==> src/rtl/dfsam_pkg.sv <==
// ============================================================================
// dfsam_pkg: shared types and constants for the depth-first walk block
// Holds field widths, operation codes and the controller/datapath interface.
// ============================================================================
package dfsam_pkg;

    // Fixed widths of the stream fields.
    localparam int OPCODE_W     = 2;
    localparam int NODE_FIELD_W = 4;
    localparam int S_TDATA_W    = 8;
    localparam int M_TDATA_W    = 8;

    // Operation codes carried in s_tuser.
    localparam logic [OPCODE_W-1:0] OP_ADD_EDGE = 2'd0;
    localparam logic [OPCODE_W-1:0] OP_RUN      = 2'd1;
    localparam logic [OPCODE_W-1:0] OP_CLEAR    = 2'd2;

    // Commands from the controller to the datapath.
    typedef struct packed {
        logic add_read;     // latch edge, read its source row
        logic add_write;    // write the row back with the edge set
        logic clear_graph;  // drop every adjacency row
        logic run_start;    // begin a walk at the start node
        logic push;         // descend into the lowest open successor
        logic pop;          // leave the current node, fetch its parent
        logic reload;       // read the parent's adjacency row
        logic finish;       // release the final node with its last flag
    } cmd_t;

    // Status from the datapath to the controller.
    typedef struct packed {
        logic add_ok;       // edge endpoints are in range
        logic start_ok;     // start node is in range
        logic has_open;     // current row has an unvisited successor
        logic last_level;   // only one node left on the stack
        logic out_free;     // output register can take a beat now
    } stat_t;

endpackage

==> src/rtl/dfsam_ram.sv <==
// ============================================================================
// dfsam_ram: generic simple dual-port RAM
// One write port and one read port; the read data is registered and holds
// its value while no read is issued.
// ============================================================================
module dfsam_ram #(
    parameter int WIDTH = 16,
    parameter int DEPTH = 16
) (
    input  logic                     aclk,
    input  logic                     we,
    input  logic [$clog2(DEPTH)-1:0] waddr,
    input  logic [WIDTH-1:0]         wdata,
    input  logic                     re,
    input  logic [$clog2(DEPTH)-1:0] raddr,
    output logic [WIDTH-1:0]         rdata
);

    logic [WIDTH-1:0] mem_reg [DEPTH];
    logic [WIDTH-1:0] rdata_reg;

    // Write port.
    always_ff @(posedge aclk) begin
        if (we) begin
            mem_reg[waddr] <= wdata;
        end
    end

    // Registered read port.
    always_ff @(posedge aclk) begin
        if (re) begin
            rdata_reg <= mem_reg[raddr];
        end
    end

    assign rdata = rdata_reg;

endmodule

==> src/rtl/dfsam_ctrl.sv <==
// ============================================================================
// dfsam_ctrl: controller for the depth-first walk
// Decodes input beats and steps the walk through descend, backtrack and
// finish, issuing one command set per cycle to the datapath.
// ============================================================================
module dfsam_ctrl (
    input  logic                          aclk,
    input  logic                          aresetn,
    input  logic                          s_tvalid,
    output logic                          s_tready,
    input  logic [dfsam_pkg::OPCODE_W-1:0] opcode,
    input  dfsam_pkg::stat_t              stat,
    output dfsam_pkg::cmd_t               cmd
);

    localparam logic [1:0] ST_IDLE   = 2'd0;
    localparam logic [1:0] ST_ADD    = 2'd1;
    localparam logic [1:0] ST_WALK   = 2'd2;
    localparam logic [1:0] ST_RELOAD = 2'd3;

    logic [1:0] state_reg;
    logic [1:0] state_next;

    // Next state and command decode.
    always_comb begin
        state_next = state_reg;
        cmd        = '0;
        s_tready   = 1'b0;
        case (state_reg)
            ST_IDLE: begin
                s_tready = 1'b1;
                if (s_tvalid) begin
                    case (opcode)
                        dfsam_pkg::OP_ADD_EDGE: begin
                            if (stat.add_ok) begin
                                cmd.add_read = 1'b1;
                                state_next   = ST_ADD;
                            end
                        end
                        dfsam_pkg::OP_RUN: begin
                            if (stat.start_ok) begin
                                cmd.run_start = 1'b1;
                                state_next    = ST_WALK;
                            end
                        end
                        dfsam_pkg::OP_CLEAR: begin
                            cmd.clear_graph = 1'b1;
                        end
                        default: begin
                        end
                    endcase
                end
            end
            ST_ADD: begin
                cmd.add_write = 1'b1;
                state_next    = ST_IDLE;
            end
            ST_WALK: begin
                if (stat.has_open) begin
                    // Descending needs room to release the previous node.
                    if (stat.out_free) begin
                        cmd.push = 1'b1;
                    end
                end else if (stat.last_level) begin
                    if (stat.out_free) begin
                        cmd.finish = 1'b1;
                        state_next = ST_IDLE;
                    end
                end else begin
                    cmd.pop    = 1'b1;
                    state_next = ST_RELOAD;
                end
            end
            ST_RELOAD: begin
                cmd.reload = 1'b1;
                state_next = ST_WALK;
            end
            default: begin
                state_next = ST_IDLE;
            end
        endcase
    end

    // State register.
    always_ff @(posedge aclk) begin
        if (!aresetn) begin
            state_reg <= ST_IDLE;
        end else begin
            state_reg <= state_next;
        end
    end

endmodule

==> src/rtl/dfsam_dpath.sv <==
// ============================================================================
// dfsam_dpath: datapath for the depth-first walk
// Holds the adjacency memory with per-row valid bits, the visited marks,
// the node stack, the pending node and the output register.
// ============================================================================
module dfsam_dpath #(
    parameter int NODES = 16
) (
    input  logic                               aclk,
    input  logic                               aresetn,
    input  logic [dfsam_pkg::NODE_FIELD_W-1:0] from_node,
    input  logic [dfsam_pkg::NODE_FIELD_W-1:0] to_node,
    input  dfsam_pkg::cmd_t                    cmd,
    output dfsam_pkg::stat_t                   stat,
    output logic                               m_tvalid,
    input  logic                               m_tready,
    output logic [dfsam_pkg::NODE_FIELD_W-1:0] m_node,
    output logic                               m_tlast
);

    localparam int IDX_W = (NODES > 1) ? $clog2(NODES) : 1;
    localparam int DEP_W = $clog2(NODES + 1);
    localparam int FW    = dfsam_pkg::NODE_FIELD_W;

    // Field conversion between the 4-bit stream fields and node indices.
    logic [IDX_W+FW-1:0] from_ext;
    logic [IDX_W+FW-1:0] to_ext;
    logic [IDX_W-1:0]    from_idx;
    logic [IDX_W-1:0]    to_idx;

    assign from_ext = {{IDX_W{1'b0}}, from_node};
    assign to_ext   = {{IDX_W{1'b0}}, to_node};
    assign from_idx = from_ext[IDX_W-1:0];
    assign to_idx   = to_ext[IDX_W-1:0];

    // Registers.
    logic [IDX_W-1:0] edge_from_reg, edge_from_next;
    logic [IDX_W-1:0] edge_to_reg,   edge_to_next;
    logic [NODES-1:0] row_valid_reg, row_valid_next;
    logic             rd_valid_reg,  rd_valid_next;
    logic [NODES-1:0] visited_reg,   visited_next;
    logic [DEP_W-1:0] depth_reg,     depth_next;
    logic [IDX_W-1:0] pend_reg,      pend_next;
    logic             out_valid_reg, out_valid_next;
    logic [IDX_W-1:0] out_node_reg,  out_node_next;
    logic             out_last_reg,  out_last_next;

    // Memory ports.
    logic             adj_re;
    logic [IDX_W-1:0] adj_raddr;
    logic [NODES-1:0] adj_rdata;
    logic             adj_we;
    logic [NODES-1:0] adj_wdata;
    logic             stk_we;
    logic [IDX_W-1:0] stk_waddr;
    logic [IDX_W-1:0] stk_wdata;
    logic [IDX_W-1:0] stk_raddr;
    logic [IDX_W-1:0] stk_rdata;
    logic [DEP_W-1:0] depth_less2;

    // Row seen at the memory output; an unwritten row reads as empty.
    logic [NODES-1:0] row;
    logic [NODES-1:0] open_set;
    logic [NODES-1:0] to_bit;
    logic [IDX_W-1:0] next_idx;
    logic [IDX_W+FW-1:0] out_ext;

    assign row      = rd_valid_reg ? adj_rdata : '0;
    assign open_set = row & ~visited_reg;
    assign to_bit   = {{(NODES-1){1'b0}}, 1'b1} << edge_to_reg;

    // Lowest-numbered open successor.
    always_comb begin
        next_idx = '0;
        for (int i = NODES - 1; i >= 0; i--) begin
            if (open_set[i]) begin
                next_idx = IDX_W'(i);
            end
        end
    end

    // Status toward the controller.
    assign stat.add_ok     = (32'(from_node) < 32'(NODES)) && (32'(to_node) < 32'(NODES));
    assign stat.start_ok   = 32'(from_node) < 32'(NODES);
    assign stat.has_open   = |open_set;
    assign stat.last_level = depth_reg == DEP_W'(1);
    assign stat.out_free   = !out_valid_reg || m_tready;

    // Adjacency memory addressing.
    always_comb begin
        adj_re    = cmd.add_read || cmd.run_start || cmd.push || cmd.reload;
        adj_raddr = from_idx;
        if (cmd.push) begin
            adj_raddr = next_idx;
        end else if (cmd.reload) begin
            adj_raddr = stk_rdata;
        end
    end

    assign adj_we    = cmd.add_write;
    assign adj_wdata = row | to_bit;

    // Stack addressing: push writes at the current depth, pop reads the parent.
    assign depth_less2 = depth_reg - DEP_W'(2);
    assign stk_we      = cmd.run_start || cmd.push;
    assign stk_waddr   = cmd.push ? depth_reg[IDX_W-1:0] : '0;
    assign stk_wdata   = cmd.push ? next_idx : from_idx;
    assign stk_raddr   = depth_less2[IDX_W-1:0];

    // Next values of the datapath registers.
    always_comb begin
        edge_from_next = edge_from_reg;
        edge_to_next   = edge_to_reg;
        row_valid_next = row_valid_reg;
        rd_valid_next  = rd_valid_reg;
        visited_next   = visited_reg;
        depth_next     = depth_reg;
        pend_next      = pend_reg;
        out_valid_next = out_valid_reg && !m_tready;
        out_node_next  = out_node_reg;
        out_last_next  = out_last_reg;

        if (adj_re) begin
            rd_valid_next = row_valid_reg[adj_raddr];
        end
        if (cmd.add_read) begin
            edge_from_next = from_idx;
            edge_to_next   = to_idx;
        end
        if (cmd.add_write) begin
            row_valid_next[edge_from_reg] = 1'b1;
        end
        if (cmd.clear_graph) begin
            row_valid_next = '0;
        end
        if (cmd.run_start) begin
            visited_next = {{(NODES-1){1'b0}}, 1'b1} << from_idx;
            depth_next   = DEP_W'(1);
            pend_next    = from_idx;
        end
        // Descending releases the previous node with its last flag clear.
        if (cmd.push) begin
            visited_next   = visited_reg | ({{(NODES-1){1'b0}}, 1'b1} << next_idx);
            depth_next     = depth_reg + DEP_W'(1);
            pend_next      = next_idx;
            out_valid_next = 1'b1;
            out_node_next  = pend_reg;
            out_last_next  = 1'b0;
        end
        if (cmd.pop) begin
            depth_next = depth_reg - DEP_W'(1);
        end
        // The final node goes out with the last flag.
        if (cmd.finish) begin
            depth_next     = '0;
            out_valid_next = 1'b1;
            out_node_next  = pend_reg;
            out_last_next  = 1'b1;
        end
    end

    // Control registers.
    always_ff @(posedge aclk) begin
        if (!aresetn) begin
            row_valid_reg <= '0;
            depth_reg     <= '0;
            out_valid_reg <= 1'b0;
            visited_reg   <= '0;
        end else begin
            row_valid_reg <= row_valid_next;
            depth_reg     <= depth_next;
            out_valid_reg <= out_valid_next;
            visited_reg   <= visited_next;
        end
    end

    // Payload registers.
    always_ff @(posedge aclk) begin
        edge_from_reg <= edge_from_next;
        edge_to_reg   <= edge_to_next;
        rd_valid_reg  <= rd_valid_next;
        pend_reg      <= pend_next;
        out_node_reg  <= out_node_next;
        out_last_reg  <= out_last_next;
    end

    dfsam_ram #(
        .WIDTH (NODES),
        .DEPTH (NODES)
    ) u_adj_ram (
        .aclk  (aclk),
        .we    (adj_we),
        .waddr (edge_from_reg),
        .wdata (adj_wdata),
        .re    (adj_re),
        .raddr (adj_raddr),
        .rdata (adj_rdata)
    );

    dfsam_ram #(
        .WIDTH (IDX_W),
        .DEPTH (NODES)
    ) u_stack_ram (
        .aclk  (aclk),
        .we    (stk_we),
        .waddr (stk_waddr),
        .wdata (stk_wdata),
        .re    (cmd.pop),
        .raddr (stk_raddr),
        .rdata (stk_rdata)
    );

    // Output register.
    assign out_ext  = {{FW{1'b0}}, out_node_reg};
    assign m_tvalid = out_valid_reg;
    assign m_node   = out_ext[FW-1:0];
    assign m_tlast  = out_last_reg;

endmodule

==> src/rtl/dfs_adjacency_matrix_walk.sv <==
// ============================================================================
// dfs_adjacency_matrix_walk: depth-first walk over an adjacency bit matrix
// Stores a directed graph as adjacency rows, adds edges, clears the graph
// and emits the nodes reached from a start node in depth-first order.
// ============================================================================
//
//  Channel  Direction  Beat contents
//  s_       in         tuser = opcode; tdata = from_node[3:0], to_node[7:4]
//  m_       out        tdata = visited_node[3:0], zeros above; tlast = last
//
//  An add reads the source row and writes it back. A run reads one row
//  per descent; a backtrack reads the parent off the node stack, then
//  its row, as each memory has a single read port. s_tready is high only
//  between items. A stalled m_ channel holds the walk when it next needs
//  to release a node. aresetn empties the graph at once.
//
module dfs_adjacency_matrix_walk #(
    parameter int NODES = 16
) (
    input  logic                            aclk,
    input  logic                            aresetn,
    input  logic                            s_tvalid,
    output logic                            s_tready,
    // tdata: from_node [3:0], to_node [7:4]
    input  logic [dfsam_pkg::S_TDATA_W-1:0] s_tdata,
    // tuser: opcode [1:0]
    input  logic [dfsam_pkg::OPCODE_W-1:0]  s_tuser,
    output logic                            m_tvalid,
    input  logic                            m_tready,
    // tdata: visited_node [3:0], zeros [7:4]
    output logic [dfsam_pkg::M_TDATA_W-1:0] m_tdata,
    output logic                            m_tlast
);

    localparam int FW = dfsam_pkg::NODE_FIELD_W;

    dfsam_pkg::cmd_t  cmd;
    dfsam_pkg::stat_t stat;
    logic [FW-1:0]    m_node;

    dfsam_ctrl u_ctrl (
        .aclk     (aclk),
        .aresetn  (aresetn),
        .s_tvalid (s_tvalid),
        .s_tready (s_tready),
        .opcode   (s_tuser),
        .stat     (stat),
        .cmd      (cmd)
    );

    dfsam_dpath #(
        .NODES (NODES)
    ) u_dpath (
        .aclk      (aclk),
        .aresetn   (aresetn),
        .from_node (s_tdata[FW-1:0]),
        .to_node   (s_tdata[2*FW-1:FW]),
        .cmd       (cmd),
        .stat      (stat),
        .m_tvalid  (m_tvalid),
        .m_tready  (m_tready),
        .m_node    (m_node),
        .m_tlast   (m_tlast)
    );

    // Result beat: node index in the low bits.
    assign m_tdata = {{(dfsam_pkg::M_TDATA_W-FW){1'b0}}, m_node};

endmodule

==> config.mk <==
export PLATFORM = sky130hd
export DESIGN_NAME = dfs_adjacency_matrix_walk
export DESIGN_NICKNAME = d
export VERILOG_FILES = /design/src/rtl/dfsam_pkg.sv /design/src/rtl/dfsam_ram.sv /design/src/rtl/dfsam_ctrl.sv /design/src/rtl/dfsam_dpath.sv /design/src/rtl/dfs_adjacency_matrix_walk.sv
export SDC_FILE = /design/constraint.sdc
export NUM_CORES = 1
export LEC_CHECK = 0
export BUFFER_PORTS_ARGS = -buffer_cell sky130_fd_sc_hd__buf_2
export CAP_MARGIN = 20
export CORE_MARGIN = 2
export CORE_UTILIZATION = 55
export DETAILED_ROUTE_END_ITERATION = 8
export PLACE_DENSITY_LB_ADDON = 0.1
export SYNTH_ARGS = -nofsm -noshare
export SYNTH_HDL_FRONTEND = slang
export SYNTH_SLANG_ARGS = --single-unit
==> constraint.sdc <==
create_clock -name aclk -period 3.7 [get_ports aclk]
set_input_delay 1.11 -clock aclk [delete_from_list [all_inputs] [get_ports aclk]]
set_output_delay 1.11 -clock aclk [all_outputs]
set_load 0.01 [all_outputs]
==> results.json, run 1 <==
{
  "outcome": "complete, no violations",
  "postSynth.asyncResetShare": 0,
  "cp.required_ns": 3.97,
  "worstSetupEndpointType": "register",
  "initial_core_util": 0.562,
  "clkLatencyLatePin_ns": 0.53,
  "root_buffer": "clkbuf_16",
  "grt_max_degree": 49,
  "first_global_vias": 9508,
  "cts-resized-gates": 0,
  "cts_max_level": 2,
  "die_height_um": 179,
  "holdCritStartpoint": "u_dpath.pend_reg[2]",
  "layout_min_cycle_time_ns": 3.34,
  "path_clk_slew_ns": 0.06,
  "layout_commonest_cell": "edfxtp_1",
  "dieArea_mm2": 0.0319,
  "total_wire_length_after_detailed_routing_mm": 38.7,
  "cts.path.max_buffers": 3,
  "synth_top_area_frac": 0.640,
  "fillCellCount": 2189,
  "dr.first_iter.drc_count": 984,
  "multi_input_area_mm2": 0.00491,
  "drt_pass_1_iters": 5,
  "yosys_warnings": 0,
  "viasPerCell": 6.10,
  "largest_register_ffs": 256,
  "area.growth.synth_to_final_pct": 13.7,
  "regArea_mm2": 0.0115,
  "cts_inserted_buffers": 41,
  "final-max-slew-violation-count": 0,
  "r2r_start": "u_dpath.u_adj_ram.rdata[3]",
  "n_antenna_cell": 0,
  "global_route.usage.total": 0.249,
  "rsz_0062_raised_after_global_routing": "false",
  "synth_top_flop_cell": "edfxtp_1",
  "ys_top_cells_by_area": "edfxtp_1 64%, dfxtp_1 4.9%, mux2i_1 4.3%",
  "worst_slew_pin_tran_ns": 0.849,
  "design_power_total_uw": 10400,
  "timing.setup.critical_path_class": "reg2reg",
  "power_density_mw_per_mm2": 543,
  "num_rows": 63,
  "seq_area_frac_synth": 0.689,
  "grt_first_pass_wirelength_mm": 58.2,
  "kind_of_launch_point_of_the_worst_setup_path": "register",
  "core_region_area_mm2": 0.0298,
  "synthDominantAreaCellType": "edfxtp_1",
  "syn_area_mm2": 0.0168,
  "min_period_over_period": 0.903,
  "antenna_violations_before_repair": 0,
  "tns_ns": 0,
  "routabilityCongestion": 0.823,
  "hold_viol": 0,
  "place.port_buffers": 20,
  "achievable-frequency_mhz": 299,
  "drtAntennaViolNets": 0,
  "ys_types": 68,
  "numClockSinks": 398,
  "synth_edf_count": 357,
  "timing.critical_path.fanout_max": 21,
  "global_route.overflow_total": 0,
  "dp_hpwl_mm": 23.6,
  "route.detailed.drc": 0,
  "syn-instance-count": 1112,
  "total_via_count_in_the_routed_design": 9790,
  "top_library_cells_by_usage_in_the_layout_fill_and_taps_aside": "357 x edfxtp_1, 120 x nand2_1, 71 x mux2i_1",
  "vdd_drop_max_mv": 0.432,
  "power.leakage_uw": 0.00654,
  "worst_slew_margin_rel": 0.433,
  "clock_tree_from_tritoncts": "done",
  "cp-startpoint": "u_dpath.u_adj_ram.rdata[3]",
  "nets": 1202,
  "hold_class": "reg2reg",
  "die-width_um": 179,
  "top_level_ports": 25,
  "post_cts.repair.setup_buffers": 0,
  "hold_buffers": 0,
  "worst_ep_arrival_time_ns": 3.61,
  "routed_wire_length_per_instance_um": 24.1,
  "syn_avg_cell_area_um2": 15.1,
  "yosys_register_bits": 398,
  "max_cap_check_violation_count": 0,
  "setup_viol_count_final": 0,
  "timing.clock.skew_ns": 0.0144,
  "final_layout_size_suffix_gt1_frac": 0.202
}
[cell usage after synthesis, types with 8 or more instances]
cell type	count
mux2_2	36
nor3_1	14
mux4_2	20
o21a_1	24
dfxtp_1	41
nor2b_1	11
and2_1	8
nand2_1	120
o211ai_1	69
clkbuf_1	21
o21ai_0	19
buf_6	14
mux2i_1	72
nand4_1	18
nor2_1	50
nand3_1	8
buf_2	16
edfxtp_1	357
a21oi_1	31
nand2b_1	21
mux2_1	32
[metrics by stage]
| stage | hold WS (ns) | util | cell area (µm²) | std cells | worst slack (ns) |
|---|---|---|---|---|---|
| global route | 0.450 | 0.640 | 19100 | 1605 | 0.160 |
| finish | 0.422 | 0.640 | 19100 | 1605 | 0.360 |
| global placement | 0.407 | 0.590 | 17600 | 1525 | 0.328 |
| CTS | 0.425 | 0.639 | 19000 | 1602 | 0.336 |
| detailed placement | 0.411 | 0.590 | 17600 | 1526 | 0.295 |
| floorplan | 0.400 | - | 16800 | 1115 | 0.698 |
[routing by layer]
layer | up-vias | track usage | wire length, µm
met5 | - | 0 | 0
met4 | 0 | 0.0786 | 1010
met3 | 75 | 0.0371 | 2340
met2 | 374 | 0.381 | 18000
met1 | 4875 | 0.369 | 17300
li1 | 4466 | - | -
[where the power goes]
part	switching (µW)	internal (µW)
logic	574	336
clock network	1660	2690
registers	67.7	5020
total	2300	8050
[worst paths after layout]
kind                                 end  slack [ns]  depth (start not counted)
max          u_dpath.u_adj_ram.rdata[14]        0.36                          9
min                    u_dpath.m_node[2]        0.42                          0
max reg2reg  u_dpath.u_adj_ram.rdata[14]        0.36                          9
min reg2reg            u_dpath.m_node[2]        0.42                          0
[cell families (layout without fill, tap and decap cells)]
logic type / count (synthesis) / count (layout) / share of synthesized area
flip-flops: 398 / 398 / 0.689
AND/OR/NAND/NOR: 279 / 279 / 0.0807
AO/OA/AOI/OAI: 200 / 200 / 0.0863
multiplexers: 160 / 160 / 0.116
buffers and inverters: 67 / 167 / 0.0234
adder cells (fa/ha/maj): 6 / 6 / 0.00448
other: 1 / 4 / 0.000224
XOR/XNOR: 1 / 1 / 0.000523
[worst max-delay path: stages (launching register included)]
cell and delay, ns:
edfxtp_1 0.50, nor2b_1 0.21, nand4bb_1 0.32, o21a_1 0.32, o21ai_4 0.21, mux2i_4 0.45, buf_4 0.39, mux2_2 0.38
o211ai_1 0.18, nand4_1 0.10
[layout make-up]
class	count	area share
Inverter	8	0.00158
Tap cell	390	0.0256
Clock inverter	16	0.0122
Multi-Input combinational cell	650	0.258
Clock buffer	60	0.0635
Timing Repair Buffer	83	0.0340
Sequential cell	398	0.606
Power figures use the tool's default switching activity.
==> run 2: changes to the inputs <==
- BUFFER_PORTS_ARGS: -buffer_cell sky130_fd_sc_hd__buf_2 -> default
- DONT_BUFFER_PORTS: default -> 1
==> run 2 against run 1 <==
  * Cell count is 1.1% lower
  * Flip-flop and latch count stayed put
  * Count of clock-buffer cells in the layout is 8 lower
  * Critical path depth is 1 higher
  * Sequential share of layout area is 0.78 points higher
  * Via count is 0.28% lower
  * Fmax is 3.0% lower
  * Clock skew is 0.0059 ns higher
  * Register-to-register slack worse by 0.10 ns
  * Combinational power is 1% higher
  * Utilization is 0.81 points lower
  * Clock power is 12% lower
  * Critical path type unchanged
  * Largest power group unchanged
  * Highest routed layer unchanged
==> results.json, run 2 (synthesis results as in run 1) <==
{
  "max_cap_check_violation_count": 0,
  "cp-startpoint": "u_dpath.u_adj_ram.rdata[9]",
  "setup_viol_count_final": 0,
  "worstPathCellList": "nor2b_1 -> o41ai_4 -> nand3_4 -> o21ai_4 -> mux2i_4 -> buf_12 -> buf_12 -> mux2_2 -> o211ai_1 -> nand4_1",
  "clock_tree_from_tritoncts": "done",
  "core_region_area_mm2": 0.0298,
  "power.leakage_uw": 0.00640,
  "holdCritStartpoint": "u_dpath.pend_reg[2]",
  "route.detailed.drc": 0,
  "global_route.overflow_total": 0,
  "outcome": "complete, no violations",
  "top_level_ports": 25,
  "worst_slew_margin_rel": 0.291,
  "cts_inserted_buffers": 42,
  "viasPerCell": 6.15,
  "layout_commonest_cell": "edfxtp_1",
  "largest_register_ffs": 256,
  "antenna_violations_before_repair": 0,
  "multi_input_area_mm2": 0.00491,
  "r2r_slack_ns": 0.26,
  "global_route.usage.total": 0.251,
  "grt_first_pass_wirelength_mm": 58.6,
  "cts.path.max_buffers": 3,
  "cp.required_ns": 3.90,
  "timing.critical_path.slowest_stage_cell": "edfxtp_1",
  "hold_class": "reg2reg",
  "cts_max_level": 2,
  "timing.reg2reg.worst_path_depth": 10,
  "power_density_mw_per_mm2": 521,
  "routabilityCongestion": 0.827,
  "routed_wire_length_per_instance_um": 24.7,
  "kind_of_launch_point_of_the_worst_setup_path": "register",
  "critical_path_buf_inv_count": 2,
  "worst_slew_pin_tran_ns": 1.06,
  "hold_end": "u_dpath.m_node[2]",
  "cpLargestDelayFamily": "compound AO/OA/AOI/OAI gates",
  "drt_pass_1_iters": 6,
  "whs_path_depth": 0,
  "cp.depth": 10,
  "timing.critical_path.fanout_max": 31,
  "regArea_mm2": 0.0115,
  "timing.critical_path.slowest_cell_delay_ns": 0.46,
  "worstSetupEndpointType": "register",
  "dieArea_mm2": 0.0319,
  "drtAntennaViolNets": 0,
  "clkLatencyLatePin_ns": 0.53,
  "finalHoldWorstSlack_ns": 0.427,
  "timing.clock.skew_ns": 0.0203,
  "area.growth.synth_to_final_pct": 12.3,
  "cts-resized-gates": 0,
  "grt_max_degree": 57,
  "dr.first_iter.drc_count": 1151,
  "hold_buffers": 0,
  "first_global_vias": 9441,
  "vdd_drop_max_mv": 0.416,
  "min_period_over_period": 0.930,
  "final_layout_size_suffix_gt1_frac": 0.184,
  "post_cts.repair.setup_buffers": 0,
  "r2r_start": "u_dpath.u_adj_ram.rdata[9]",
  "n_antenna_cell": 0,
  "timing.setup.critical_path_class": "reg2reg",
  "hold_viol": 0,
  "numClockSinks": 398,
  "initial_core_util": 0.562,
  "dp_hpwl_mm": 24.2,
  "nets": 1186,
  "top_library_cells_by_usage_in_the_layout_fill_and_taps_aside": "357 x edfxtp_1, 120 x nand2_1, 71 x mux2i_1",
  "die-width_um": 179,
  "total_wire_length_after_detailed_routing_mm": 39.3,
  "num_rows": 63,
  "place.port_buffers": 0,
  "layout_min_cycle_time_ns": 3.44,
  "path_clk_slew_ns": 0.06,
  "die_height_um": 179,
  "worst_ep_arrival_time_ns": 3.65,
  "crit_top_cell": "buf_12",
  "tns_ns": 0,
  "achievable-frequency_mhz": 290,
  "worst_reg2reg_endpoint": "u_dpath.u_adj_ram.rdata[8]",
  "root_buffer": "clkbuf_16",
  "rsz_0062_raised_after_global_routing": "false",
  "total_via_count_in_the_routed_design": 9763,
  "final-max-slew-violation-count": 0,
  "fillCellCount": 2210
}
==> run 2: cell count changes in the layout (fill, tap and decap cells not counted), sizes merged <==
cell,before,now
buf,83,65
bufinv,6,0
clkinv,8,21
inv,9,10
clkbuf,60,53
==> run 2: how the worst max path moves through the flow <==
stage | endpoint | slack (ns)
after floorplan | u_dpath.pend_reg[1] | 0.70
after global placement | u_dpath.u_adj_ram.rdata[8] | 0.20
after detailed placement | u_dpath.u_adj_ram.rdata[8] | 0.21
after CTS | u_dpath.u_adj_ram.rdata[8] | 0.24
after global routing | u_dpath.u_adj_ram.rdata[3] | 0.09
final | u_dpath.u_adj_ram.rdata[8] | 0.26
==> run 2: where the power goes <==
group,total (µW),switching [µW],internal (µW)
logic,921,586,335
registers,5080,56.2,5030
clock network,3810,1660,2150
==> run 2: layer usage <==
metal  up-vias  GRT usage  share of wire  wire, µm
met3        67     0.0458          0.081      3170
met5         -          0              0         0
met1      4844      0.364           0.43     17000
li1       4426          -              -         -
met4         0     0.0759          0.026      1040
met2       426      0.390           0.46     18000
==> run 2: metrics by stage <==
step / instance area [µm²] / utilization / setup slack (ns) / std cells / power [µW]
2_1_floorplan: 16800 / - / 0.698 / 1115 / 5780
3_3_place_gp: 17500 / 0.589 / 0.205 / 1508 / 6070
3_5_place_dp: 17600 / 0.589 / 0.208 / 1509 / 6090
4_1_cts: 18800 / 0.631 / 0.237 / 1585 / 9870
5_1_grt: 18800 / 0.632 / 0.0934 / 1588 / 10100
6_report: 18800 / 0.632 / 0.257 / 1588 / 9810
==> run 2: area by class of cell <==
cell class                      count  area share
Sequential cell                   398       0.613
Clock buffer                       52      0.0595
Tap cell                          390      0.0259
Timing Repair Buffer               66      0.0325
Clock inverter                     24     0.00625
Inverter                            8     0.00160
Multi-Input combinational cell    650       0.261
==> run 3: changes to the inputs <==
- CELL_PAD_IN_SITES_DETAIL_PLACEMENT: default -> 1
- CELL_PAD_IN_SITES_GLOBAL_PLACEMENT: default -> 1
- CORE_UTILIZATION: 55 -> 54
- RECOVER_POWER: default -> 100
==> run 3 against run 2 <==
  * The flow now finishes with violations (max-capacitance violations, max-slew violations)
  * Setup slack lost 0.13 ns
  * Utilization shrank 2.4 points
  * Via count grew 2.2%
  * Sequential share of layout area grew 0.76 points
  * Fmax shrank 3.7%
  * Sequential power is essentially flat
  * Count of clock-buffer cells in the layout shrank 2
  * Clock power grew 8.4%
  * Wire length grew 12%
  * Cell count grew 0.31%
  * First-iteration DRC count shrank 27%
  * Critical path type unchanged
==> results.json, run 3 (synthesis results as in run 1) <==
{
  "outcome": "finished with violations",
  "violated_checks": "max-capacitance violations, max-slew violations",
  "power_density_mw_per_mm2": 545,
  "hold_buffers": 0,
  "cts_max_level": 2,
  "dieArea_mm2": 0.0325,
  "root_buffer": "clkbuf_16",
  "cpLargestDelayFamily": "simple AND/OR/NAND/NOR gates",
  "post_cts.repair.setup_buffers": 0,
  "die-width_um": 180,
  "crit_top_cell": "clkbuf_1",
  "global_route.usage.total": 0.274,
  "max_cap_check_violation_count": 1,
  "cts_inserted_buffers": 43,
  "global_route.overflow_total": 0,
  "final_layout_size_suffix_gt1_frac": 0.134,
  "critical_path_buf_inv_count": 2,
  "power.share.sequential": 0.503,
  "timing.setup.critical_path_class": "reg2reg",
  "finalHoldWorstSlack_ns": 0.428,
  "worst_reg2reg_endpoint": "u_dpath.u_adj_ram.mem_reg[14][14]",
  "route.detailed.drc": 0,
  "vdd_drop_max_mv": 0.398,
  "worstPathCellList": "clkbuf_1 -> nand2b_1 -> or3b_2 -> nor2_1 -> clkbuf_1",
  "drtAntennaViolNets": 0,
  "netSwitchingPower_uw": 2390,
  "timing.critical_path.fanout_max": 12,
  "worstSetupEndpointType": "register",
  "timing.clock.skew_ns": 0.0204,
  "top_library_cells_by_usage_in_the_layout_fill_and_taps_aside": "357 x edfxtp_1, 120 x nand2_1, 71 x mux2i_1",
  "clock_tree_from_tritoncts": "done",
  "antenna_violations_before_repair": 0,
  "hold_end": "u_dpath.m_node[3]",
  "min_period_over_period": 0.966,
  "rsz_0062_raised_after_global_routing": "false",
  "n_antenna_cell": 0,
  "final-max-slew-violation-count": 16,
  "timing.critical_path.slowest_cell_delay_ns": 1.05,
  "setup_viol_count_final": 0,
  "drt_pass_1_iters": 5,
  "grt_max_degree": 137,
  "total_wire_length_after_detailed_routing_mm": 43.9,
  "fillCellCount": 2868,
  "dr.first_iter.drc_count": 836,
  "achievable-frequency_mhz": 280,
  "worst_slew_margin_rel": -0.0195,
  "r2r_slack_ns": 0.13,
  "nets": 1185,
  "largest_register_ffs": 256,
  "holdCritStartpoint": "u_dpath.pend_reg[3]",
  "routed_wire_length_per_instance_um": 27.6,
  "first_global_vias": 10671,
  "power.leakage_uw": 0.00621,
  "p_clk_frac": 0.408,
  "layout_min_cycle_time_ns": 3.57,
  "die_height_um": 180,
  "num_rows": 64,
  "place.port_buffers": 0,
  "initial_core_util": 0.548,
  "dp_hpwl_mm": 27.3,
  "internal_power_uw": 7730,
  "clkLatencyLatePin_ns": 0.56,
  "final_util": 0.608,
  "core_region_area_mm2": 0.0306,
  "layout_commonest_cell": "edfxtp_1",
  "r2r_start": "u_ctrl.state_reg[1]",
  "design_power_total_uw": 10100,
  "timing.reg2reg.worst_path_depth": 5,
  "cp.required_ns": 3.86,
  "kind_of_launch_point_of_the_worst_setup_path": "register",
  "hold_class": "reg2reg",
  "area.growth.synth_to_final_pct": 10.9,
  "numClockSinks": 398,
  "tns_ns": 0,
  "whs_path_depth": 0,
  "worst_slew_pin_tran_ns": 1.53,
  "timing.critical_path.slowest_stage_cell": "nor2_1",
  "grt_first_pass_wirelength_mm": 66.8,
  "path_clk_slew_ns": 0.06,
  "combinational_cell_fraction_of_total_power": 0.089,
  "hold_viol": 0,
  "total_via_count_in_the_routed_design": 9977,
  "netSwitchingFraction": 0.237,
  "cts-resized-gates": 0,
  "top_level_ports": 25,
  "routabilityCongestion": 0.818,
  "viasPerCell": 6.26,
  "worst_ep_arrival_time_ns": 3.74,
  "cts.path.max_buffers": 3
}
==> run 3: routing by layer <==
layer,GRT usage,vias up,share of wire
li1,-,4420,-
met1,0.383,5143,0.43
met2,0.445,330,0.49
met3,0.0489,84,0.059
met4,0.0816,0,0.024
met5,0,-,0
==> run 3: how the worst max path moves through the flow <==
stage	to	slack, ns	start	cells after the start
floorplan	u_dpath.pend_reg[1]	0.70	m_tready	6
global placement	u_dpath.u_adj_ram.rdata[3]	0.11	m_tready	9
detailed placement	u_dpath.u_adj_ram.rdata[3]	0.10	m_tready	9
CTS	u_dpath.u_adj_ram.rdata[3]	0.13	u_dpath.u_adj_ram.rdata[8]	9
global route	u_dpath.u_adj_ram.rdata[14]	0.03	u_dpath.u_adj_ram.rdata[8]	11
finish	u_dpath.u_adj_ram.mem_reg[14][14]	0.13	u_ctrl.state_reg[1]	5
==> run 3: final cells by class <==
class	count	area, µm²	area share
Clock inverter	27	228	0.0123
Tap cell	396	495	0.0267
Timing Repair Buffer	64	355	0.0191
Sequential cell	398	11500	0.621
Multi-Input combinational cell	650	4840	0.260
Clock buffer	50	1100	0.0593
Inverter	8	30.0	0.00162
==> run 3: metrics by stage <==
stage | instances | area [µm²] | worst slack (ns)
floorplan | 1115 | 16800 | 0.698
global placement | 1513 | 17500 | 0.107
detailed placement | 1514 | 17500 | 0.102
CTS | 1591 | 18900 | 0.135
global route | 1593 | 18600 | 0.0279
finish | 1593 | 18600 | 0.125
==> run 3: power by group through the flow <==
| stage | logic [µW] | registers (µW) | clock network (µW) |
|---|---|---|---|
| detailed placement | 917 | 5180 | 0 |
| finish | 896 | 5090 | 4130 |
| CTS | 928 | 5090 | 4200 |
| global route | 972 | 5090 | 4360 |
| floorplan | 636 | 5140 | 0 |
| global placement | 887 | 5180 | 0 |
